**config.mk**
```make
export PLATFORM = sky130hd
export DESIGN_NAME = ffha_ctrl
export DESIGN_NICKNAME = d
export VERILOG_FILES = /design/src/ffha_pkg.sv /design/src/ffha_ctrl.sv
export SDC_FILE = /design/constraint.sdc
export NUM_CORES = 1
export LEC_CHECK = 0
export ABC_CLOCK_PERIOD_IN_PS = 2850
export BUFFER_PORTS_ARGS = -buffer_cell sky130_fd_sc_hd__buf_2
export CORE_MARGIN = 4
export CORE_UTILIZATION = 45
export DETAILED_ROUTE_END_ITERATION = 16
export GPL_TIMING_DRIVEN = 0
export PLACE_DENSITY = 0.83
export SYNTH_ARGS = -nofsm -noshare
export SYNTH_HDL_FRONTEND = slang
export SYNTH_SLANG_ARGS = --single-unit
```
**constraint.sdc**
```tcl
create_clock -name clock -period 2.85 [get_ports clock]
set_input_delay 0 -clock clock [delete_from_list [all_inputs] [get_ports clock]]
set_output_delay 0 -clock clock [all_outputs]
set_load 0.05 [all_outputs]
```
**src/ffha_pkg.sv**
```systemverilog
package ffha_pkg;

   localparam int ADDR_W     = 48;
   localparam int REQ_W      = 21;
   localparam int CMD_W      = 2;
   localparam int STATUS_W   = 2;
   localparam int COPY_W     = 20;
   localparam int CFG_W      = 17;
   localparam int CSR_IDX_W  = 2;
   localparam int GRAN_BYTES = 16;
   localparam int GRAN_SHIFT = $clog2(GRAN_BYTES);

   localparam int DEF_ARENA_GRANULES     = 65536;
   localparam int DEF_MIN_SPLIT_GRANULES = 1;

   localparam logic [CFG_W-1:0] GROW_RESET  = CFG_W'(4096);
   localparam logic [CFG_W-1:0] LIMIT_RESET = CFG_W'(65536);

   // command codes
   localparam logic [CMD_W-1:0] CMD_ALLOC   = 2'd0;
   localparam logic [CMD_W-1:0] CMD_RELEASE = 2'd1;
   localparam logic [CMD_W-1:0] CMD_RESIZE  = 2'd2;

   // result status codes
   localparam logic [STATUS_W-1:0] STAT_OK       = 2'd0;
   localparam logic [STATUS_W-1:0] STAT_OOM      = 2'd1;
   localparam logic [STATUS_W-1:0] STAT_BAD_ADDR = 2'd2;
   localparam logic [STATUS_W-1:0] STAT_IGNORED  = 2'd3;

   // register indexes
   localparam logic [CSR_IDX_W-1:0] CSR_ARENA_BASE = 2'd0;
   localparam logic [CSR_IDX_W-1:0] CSR_GROW       = 2'd1;
   localparam logic [CSR_IDX_W-1:0] CSR_LIMIT      = 2'd2;

   // controller -> datapath
   typedef struct packed {
      logic                load;
      logic                g_clear;
      logic                rd_g;
      logic                rd_nx;
      logic                g_step;
      logic                prev_cap;
      logic                take_g;
      logic                grow;
      logic                split;
      logic                head;
      logic                moved_set;
      logic                nx_cap;
      logic                nx_none;
      logic                rel_wr;
      logic                prev_wr;
      logic                absorb;
      logic                reloc_save;
      logic                status_we;
      logic [STATUS_W-1:0] status_val;
      logic                out_load;
   } ctl_type;

   // datapath -> controller
   typedef struct packed {
      logic [CMD_W-1:0] cmd;
      logic             req_zero;
      logic             tgt_zero;
      logic             g_lt_brk;
      logic             nx_lt_brk;
      logic             fit;
      logic             addr_match;
      logic             rd_used;
      logic             grow_fail;
      logic             shrink_ok;
      logic             absorb_ok;
      logic             prev_free;
   } sts_type;

endpackage

```
**src/ffha_ctrl.sv**
```systemverilog
module ffha_ctrl import ffha_pkg::*; (
   input  logic    clock,
   input  logic    reset,
   input  logic    req_valid,
   output logic    req_stall,
   output logic    rsp_valid,
   input  logic    rsp_stall,
   input  sts_type sts,
   output ctl_type ctl
);

   typedef enum logic [3:0] {
      ST_IDLE, ST_DECODE, ST_AW_RD, ST_AW_CHK, ST_GROW, ST_SPLIT, ST_HEAD,
      ST_LW_RD, ST_LW_CHK, ST_NX_RD, ST_NX_CHK, ST_DECIDE, ST_PREV, ST_DONE
   } state_type;

   state_type state_ff, state_in;
   logic      mode_rsz_ff, mode_rsz_in;   // locate walk on behalf of resize
   logic      reloc_ff, reloc_in;         // allocating on behalf of a moving resize
   logic      rsp_valid_ff, rsp_valid_in;
   logic      out_free;

   assign out_free = !rsp_valid_ff || !rsp_stall;

   always_comb begin
      state_in     = state_ff;
      mode_rsz_in  = mode_rsz_ff;
      reloc_in     = reloc_ff;
      rsp_valid_in = rsp_valid_ff && rsp_stall;
      ctl          = '0;
      case (state_ff)
         ST_IDLE: begin
            if (req_valid) begin
               ctl.load = 1'b1;
               state_in = ST_DECODE;
            end
         end
         ST_DECODE: begin
            ctl.g_clear = 1'b1;
            reloc_in    = 1'b0;
            mode_rsz_in = 1'b0;
            case (sts.cmd)
               CMD_ALLOC: begin
                  if (sts.req_zero) begin
                     ctl.status_we  = 1'b1;
                     ctl.status_val = STAT_OOM;
                     state_in       = ST_DONE;
                  end else begin
                     state_in = ST_AW_RD;
                  end
               end
               CMD_RELEASE: begin
                  state_in = sts.tgt_zero ? ST_DONE : ST_LW_RD;
               end
               CMD_RESIZE: begin
                  if (sts.tgt_zero && sts.req_zero) begin
                     ctl.status_we  = 1'b1;
                     ctl.status_val = STAT_OOM;
                     state_in       = ST_DONE;
                  end else if (sts.tgt_zero) begin
                     state_in = ST_AW_RD;
                  end else begin
                     mode_rsz_in = !sts.req_zero;
                     state_in    = ST_LW_RD;
                  end
               end
               default: begin
                  ctl.status_we  = 1'b1;
                  ctl.status_val = STAT_BAD_ADDR;
                  state_in       = ST_DONE;
               end
            endcase
         end
         ST_AW_RD: begin
            if (sts.g_lt_brk) begin
               ctl.rd_g = 1'b1;
               state_in = ST_AW_CHK;
            end else begin
               state_in = ST_GROW;
            end
         end
         ST_AW_CHK: begin
            if (sts.fit) begin
               ctl.take_g = 1'b1;
               state_in   = ST_SPLIT;
            end else begin
               ctl.g_step = 1'b1;
               state_in   = ST_AW_RD;
            end
         end
         ST_GROW: begin
            if (sts.grow_fail) begin
               ctl.status_we  = 1'b1;
               ctl.status_val = STAT_OOM;
               state_in       = ST_DONE;
            end else begin
               ctl.grow = 1'b1;
               state_in = ST_SPLIT;
            end
         end
         ST_SPLIT: begin
            ctl.split = 1'b1;
            state_in  = ST_HEAD;
         end
         ST_HEAD: begin
            ctl.head = 1'b1;
            if (reloc_ff) begin
               // new block granted: free the old one by a fresh walk
               ctl.moved_set = 1'b1;
               ctl.g_clear   = 1'b1;
               reloc_in      = 1'b0;
               mode_rsz_in   = 1'b0;
               state_in      = ST_LW_RD;
            end else begin
               state_in = ST_DONE;
            end
         end
         ST_LW_RD: begin
            if (sts.g_lt_brk) begin
               ctl.rd_g = 1'b1;
               state_in = ST_LW_CHK;
            end else begin
               ctl.status_we  = 1'b1;
               ctl.status_val = mode_rsz_ff ? STAT_BAD_ADDR : STAT_IGNORED;
               state_in       = ST_DONE;
            end
         end
         ST_LW_CHK: begin
            if (sts.addr_match && sts.rd_used) begin
               ctl.take_g = 1'b1;
               state_in   = ST_NX_RD;
            end else if (sts.addr_match) begin
               ctl.status_we  = 1'b1;
               ctl.status_val = mode_rsz_ff ? STAT_BAD_ADDR : STAT_IGNORED;
               state_in       = ST_DONE;
            end else begin
               ctl.g_step   = 1'b1;
               ctl.prev_cap = 1'b1;
               state_in     = ST_LW_RD;
            end
         end
         ST_NX_RD: begin
            if (sts.nx_lt_brk) begin
               ctl.rd_nx = 1'b1;
               state_in  = ST_NX_CHK;
            end else begin
               ctl.nx_none = 1'b1;
               state_in    = ST_DECIDE;
            end
         end
         ST_NX_CHK: begin
            ctl.nx_cap = 1'b1;
            state_in   = ST_DECIDE;
         end
         ST_DECIDE: begin
            if (!mode_rsz_ff) begin
               ctl.rel_wr = 1'b1;
               state_in   = sts.prev_free ? ST_PREV : ST_DONE;
            end else if (sts.shrink_ok) begin
               state_in = ST_SPLIT;
            end else if (sts.absorb_ok) begin
               ctl.absorb = 1'b1;
               state_in   = ST_DONE;
            end else begin
               ctl.reloc_save = 1'b1;
               ctl.g_clear    = 1'b1;
               reloc_in       = 1'b1;
               state_in       = ST_AW_RD;
            end
         end
         ST_PREV: begin
            ctl.prev_wr = 1'b1;
            state_in    = ST_DONE;
         end
         ST_DONE: begin
            if (out_free) begin
               ctl.out_load = 1'b1;
               rsp_valid_in = 1'b1;
               state_in     = ST_IDLE;
            end
         end
         default: begin
            state_in = ST_IDLE;
         end
      endcase
   end

   always_ff @(posedge clock) begin
      if (reset) begin
         state_ff     <= ST_IDLE;
         mode_rsz_ff  <= 1'b0;
         reloc_ff     <= 1'b0;
         rsp_valid_ff <= 1'b0;
      end else begin
         state_ff     <= state_in;
         mode_rsz_ff  <= mode_rsz_in;
         reloc_ff     <= reloc_in;
         rsp_valid_ff <= rsp_valid_in;
      end
   end

   assign req_stall = state_ff != ST_IDLE;
   assign rsp_valid = rsp_valid_ff;

   a_rsp_after_done: assert property (@(posedge clock) disable iff (reset)
      $rose(rsp_valid_ff) |-> $past(state_ff == ST_DONE))
      else $error("result raised outside completion");

   a_one_write: assert property (@(posedge clock) disable iff (reset)
      $onehot0({ctl.grow, ctl.split, ctl.head, ctl.rel_wr, ctl.prev_wr, ctl.absorb}))
      else $error("two header writes in one cycle");

   a_one_read: assert property (@(posedge clock) disable iff (reset)
      !(ctl.rd_g && ctl.rd_nx))
      else $error("two header reads in one cycle");

   a_accept_decodes: assert property (@(posedge clock) disable iff (reset)
      (req_valid && !req_stall) |=> state_ff == ST_DECODE)
      else $error("accepted request not decoded");

endmodule

```
==> run_results.csv <==
group,metric,value,unit
final_layout,diodes,0,
run,cap_violations,0,
clocking,path_clk_slew,0.05,ns
clocking,clkSinkCount,7,
worst_setup_path,required,2.85,ns
routing,ant_nets,0,
worst_setup_path,reg2reg_depth,5,
worst_setup_path,worst-path-buf-inv,2,
worst_setup_path,critPathSlowestCell,"nor2b_1",
worst_setup_path,slowest_delay,0.34,ns
grt,grt_max_degree,11,
clocking,cts_hold_buffers,0,
sta,tightest_slew,0.582,ns
hold_path,worstHoldPathCells,3,
sta,hold_violations,0,
worst_setup_path,cp_common_cell,"buf_2",
power_and_ir_drop,switchingPower,633,uW
sta,fin_crit,1.99,ns
routing,first_iter_violations,29,
sta,slew_violations,0,
final_layout,fin_nets,180,
synthesis,synth.avg_cell_area,6.86,um^2
worst_setup_path,crit_fanout,9,
power_and_ir_drop,clockPowerShare,0.082,
final_layout,drive_gt1_frac,0.315,
final_layout,area_growth_syn_to_layout,30.1,%
die,die_w,50.8,um
die,die_h,50.8,um
routing,firstDrtPassIters,4,
synthesis,syn_nets,137,
worst_setup_path,critPathLaunchType,"flip-flop",
power_and_ir_drop,pwr-share-seq,0.134,
sta,finalSetupViolations,0,
grt,antenna_found_initial,0,
routing,wl_per_cell,14.7,um
routing,vias_per_cell,5.97,
hold_path,hold_class,"input pin to flip-flop",
worst_setup_path,critPathKind,"flip-flop to output port",
clocking,post_cts_resized,0,
power_and_ir_drop,switching_share,0.603,
grt,grt_use_total,0.221,
die,coreArea,0.00173,mm^2
clocking,cts_setup_buffers,0,
sta,fmax,503,MHz
die,io_pins,40,
placement,port_buffers,38,
grt,gr-total-overflow,0,
synthesis,ys_seq_area_frac,0.170,
routing,via_count,1116,
power_and_ir_drop,ir_drop,0.000516,V
synthesis,netlist_area,823,um^2
worst_setup_path,crit_arrival,1.99,ns
synthesis,ys_ff_latch,7,
placement,place_congestion,0.961,
worst_setup_path,critPathCaptureType,"output port",
outcome,status,"completed",
clocking,cts_tree,"built",
sta,fin_skew,0.00345,ns
sta,tns,0,ns
synthesis,yosysUniqueCellTypes,42,
power_and_ir_drop,power.leakage,0.518,nW
power_and_ir_drop,pwr-share-comb,0.784,
clocking,worst_skew_pair.late_latency,0.24,ns
power_and_ir_drop,power_density,979,mW/mm^2
die,rows,15,
worst_setup_path,path_cells,"buf_2 -> nor2b_1 -> and3_1 -> a22oi_1 -> o221ai_1 -> buf_2",
sta,period_share,0.698,
placement,place_inst,183,
sta,slew_headroom,0.602,
clocking,clk_path_buf_depth,2,
grt,grt_pass1_wl,4.41,mm
worst_setup_path,cp_top_family,"simple AND/OR/NAND/NOR gates",
die,start_util,0.477,
routing,drt_wl_total,2.75,mm
placement,dp_hpwl,2.21,mm
synthesis,yosysWarnings,0,
clocking,numCtsBuffers,3,
die,dieArea,0.00258,mm^2
clocking,cts_root_buffer,"clkbuf_4",
sta,rsz0062_at_grt,"no",
clocking,htree_levels,1,
synthesis,netlist_instances,120,
power_and_ir_drop,internal_power,416,uW
final_layout,layoutNonFillerInstCount,187,
grt,grt_pass1_vias,980,
worst_setup_path,path_depth,6,
routing,drc,0,
worst paths after layout:
kind | startpoint | to | slack [ns]
max | state_ff[3] | ctl[1] | 0.86
min | rsp_stall | rsp_valid | 0.11
max reg2reg | state_ff[3] | state_ff[2] | 1.11
min reg2reg | reloc_ff | reloc_ff | 0.56
power by group through the flow:
stage	sequential (mW)	combinational (mW)	clock, mW
global placement	0.142	0.811	0
global route	0.144	0.878	0.0955
CTS	0.140	0.815	0.0893
floorplan	0.139	0.632	0
detailed placement	0.142	0.812	0
finish	0.141	0.822	0.0861
routing by layer:
metal	track usage	up-vias	share of wire
met4	0.0852	0	0.014
li1	-	536	-
met3	0.0237	4	0.12
met2	0.374	74	0.47
met1	0.283	502	0.39
met5	0	-	0
synth_stat cells, drive strengths merged:
library cell  number  share of area
inv                7          0.032
or3                2          0.015
o31ai              2          0.018
nand4bb            1          0.014
a211o              1          0.011
a21oi              9          0.068
a32o               1          0.012
a31oi              2          0.015
nor4bb             1          0.012
a22oi              1         0.0091
and2               1         0.0076
o211ai             1         0.0091
buf                7          0.049
nand3              3          0.018
nand2b             6          0.046
nor3               7          0.049
nor2b              4          0.030
o221ai             3          0.032
a21o               2          0.018
and2b              2          0.018
clkbuf             1         0.0046
or2b               1         0.0091
a311oi             2          0.021
nand4b             1          0.011
and3               4          0.030
o311a              1          0.012
o21ai              2          0.012
or4b               1          0.017
nand2             11          0.050
dfxtp              7           0.17
a211oi             2          0.018
nand3b             2          0.018
a22o               2          0.021
a2111oi            1          0.011
or3b               1          0.011
nor4               6          0.046
nor2              12          0.055
per-stage QoR:
stage | total power [mW] | util | hold slack, ns | instance area [um^2] | setup slack (ns)
after floorplan | 0.772 | - | 0.178 | 823 | 0.621
after CTS | 1.04 | 0.620 | 0.0914 | 1070 | 0.898
after detailed placement | 0.954 | 0.605 | 0.337 | 1040 | 1.17
after global routing | 1.12 | 0.620 | 0.116 | 1070 | 0.755
final | 1.05 | 0.620 | 0.107 | 1070 | 0.862
after global placement | 0.953 | 0.605 | 0.333 | 1040 | 1.16
placed cells by master (no fill, tap or decap), drive strengths merged, types with 2 or more instances in the layout:
cell type / n
a21oi: 9
a22o: 2
or3: 2
o21ai: 2
nand2b: 6
nand3: 3
nor4: 6
dfxtp: 7
nor2: 12
o31ai: 2
a31oi: 2
nand2: 11
nor2b: 4
and3: 4
and2b: 2
nand3b: 2
clkbuf: 5
buf: 45
o221ai: 3
a21o: 2
inv: 7
a211oi: 2
nor3: 7
a311oi: 2
cell type report:
cell class | count | area [um^2]
Buffer | 8 | 43.8
Sequential cell | 7 | 140
Tap cell | 25 | 31.3
Timing Repair Buffer | 38 | 190
Clock buffer | 4 | 26.3
Fill cell | 174 | 656
Inverter | 7 | 26.3
Multi-Input combinational cell | 98 | 613
worst register-to-register path, cell delays in order (launching register included):
cell and delay (ns):
dfxtp_1 0.30, buf_2 0.16, nor2b_1 0.19, a22o_1 0.21, a2111oi_0 0.58, a21oi_1 0.16
sequential cells by signal, summed over array words and instances (netlist names):
| register | cells |
|---|---|
| mode_rsz_ff | 1 |
| state_ff | 4 |
| rsp_valid | 1 |
| reloc_ff | 1 |
logic make-up (layout without fill, tap and decap cells):
kind of cell / count (synthesis) / in the layout / share of synthesized area
AOI/OAI and AO/OA: 32 / 32 / 0.289
buffers and inverters: 15 / 57 / 0.0851
DFF: 7 / 7 / 0.170
and+or+nand+nor: 66 / 66 / 0.456
Power figures use the tool's default switching activity.
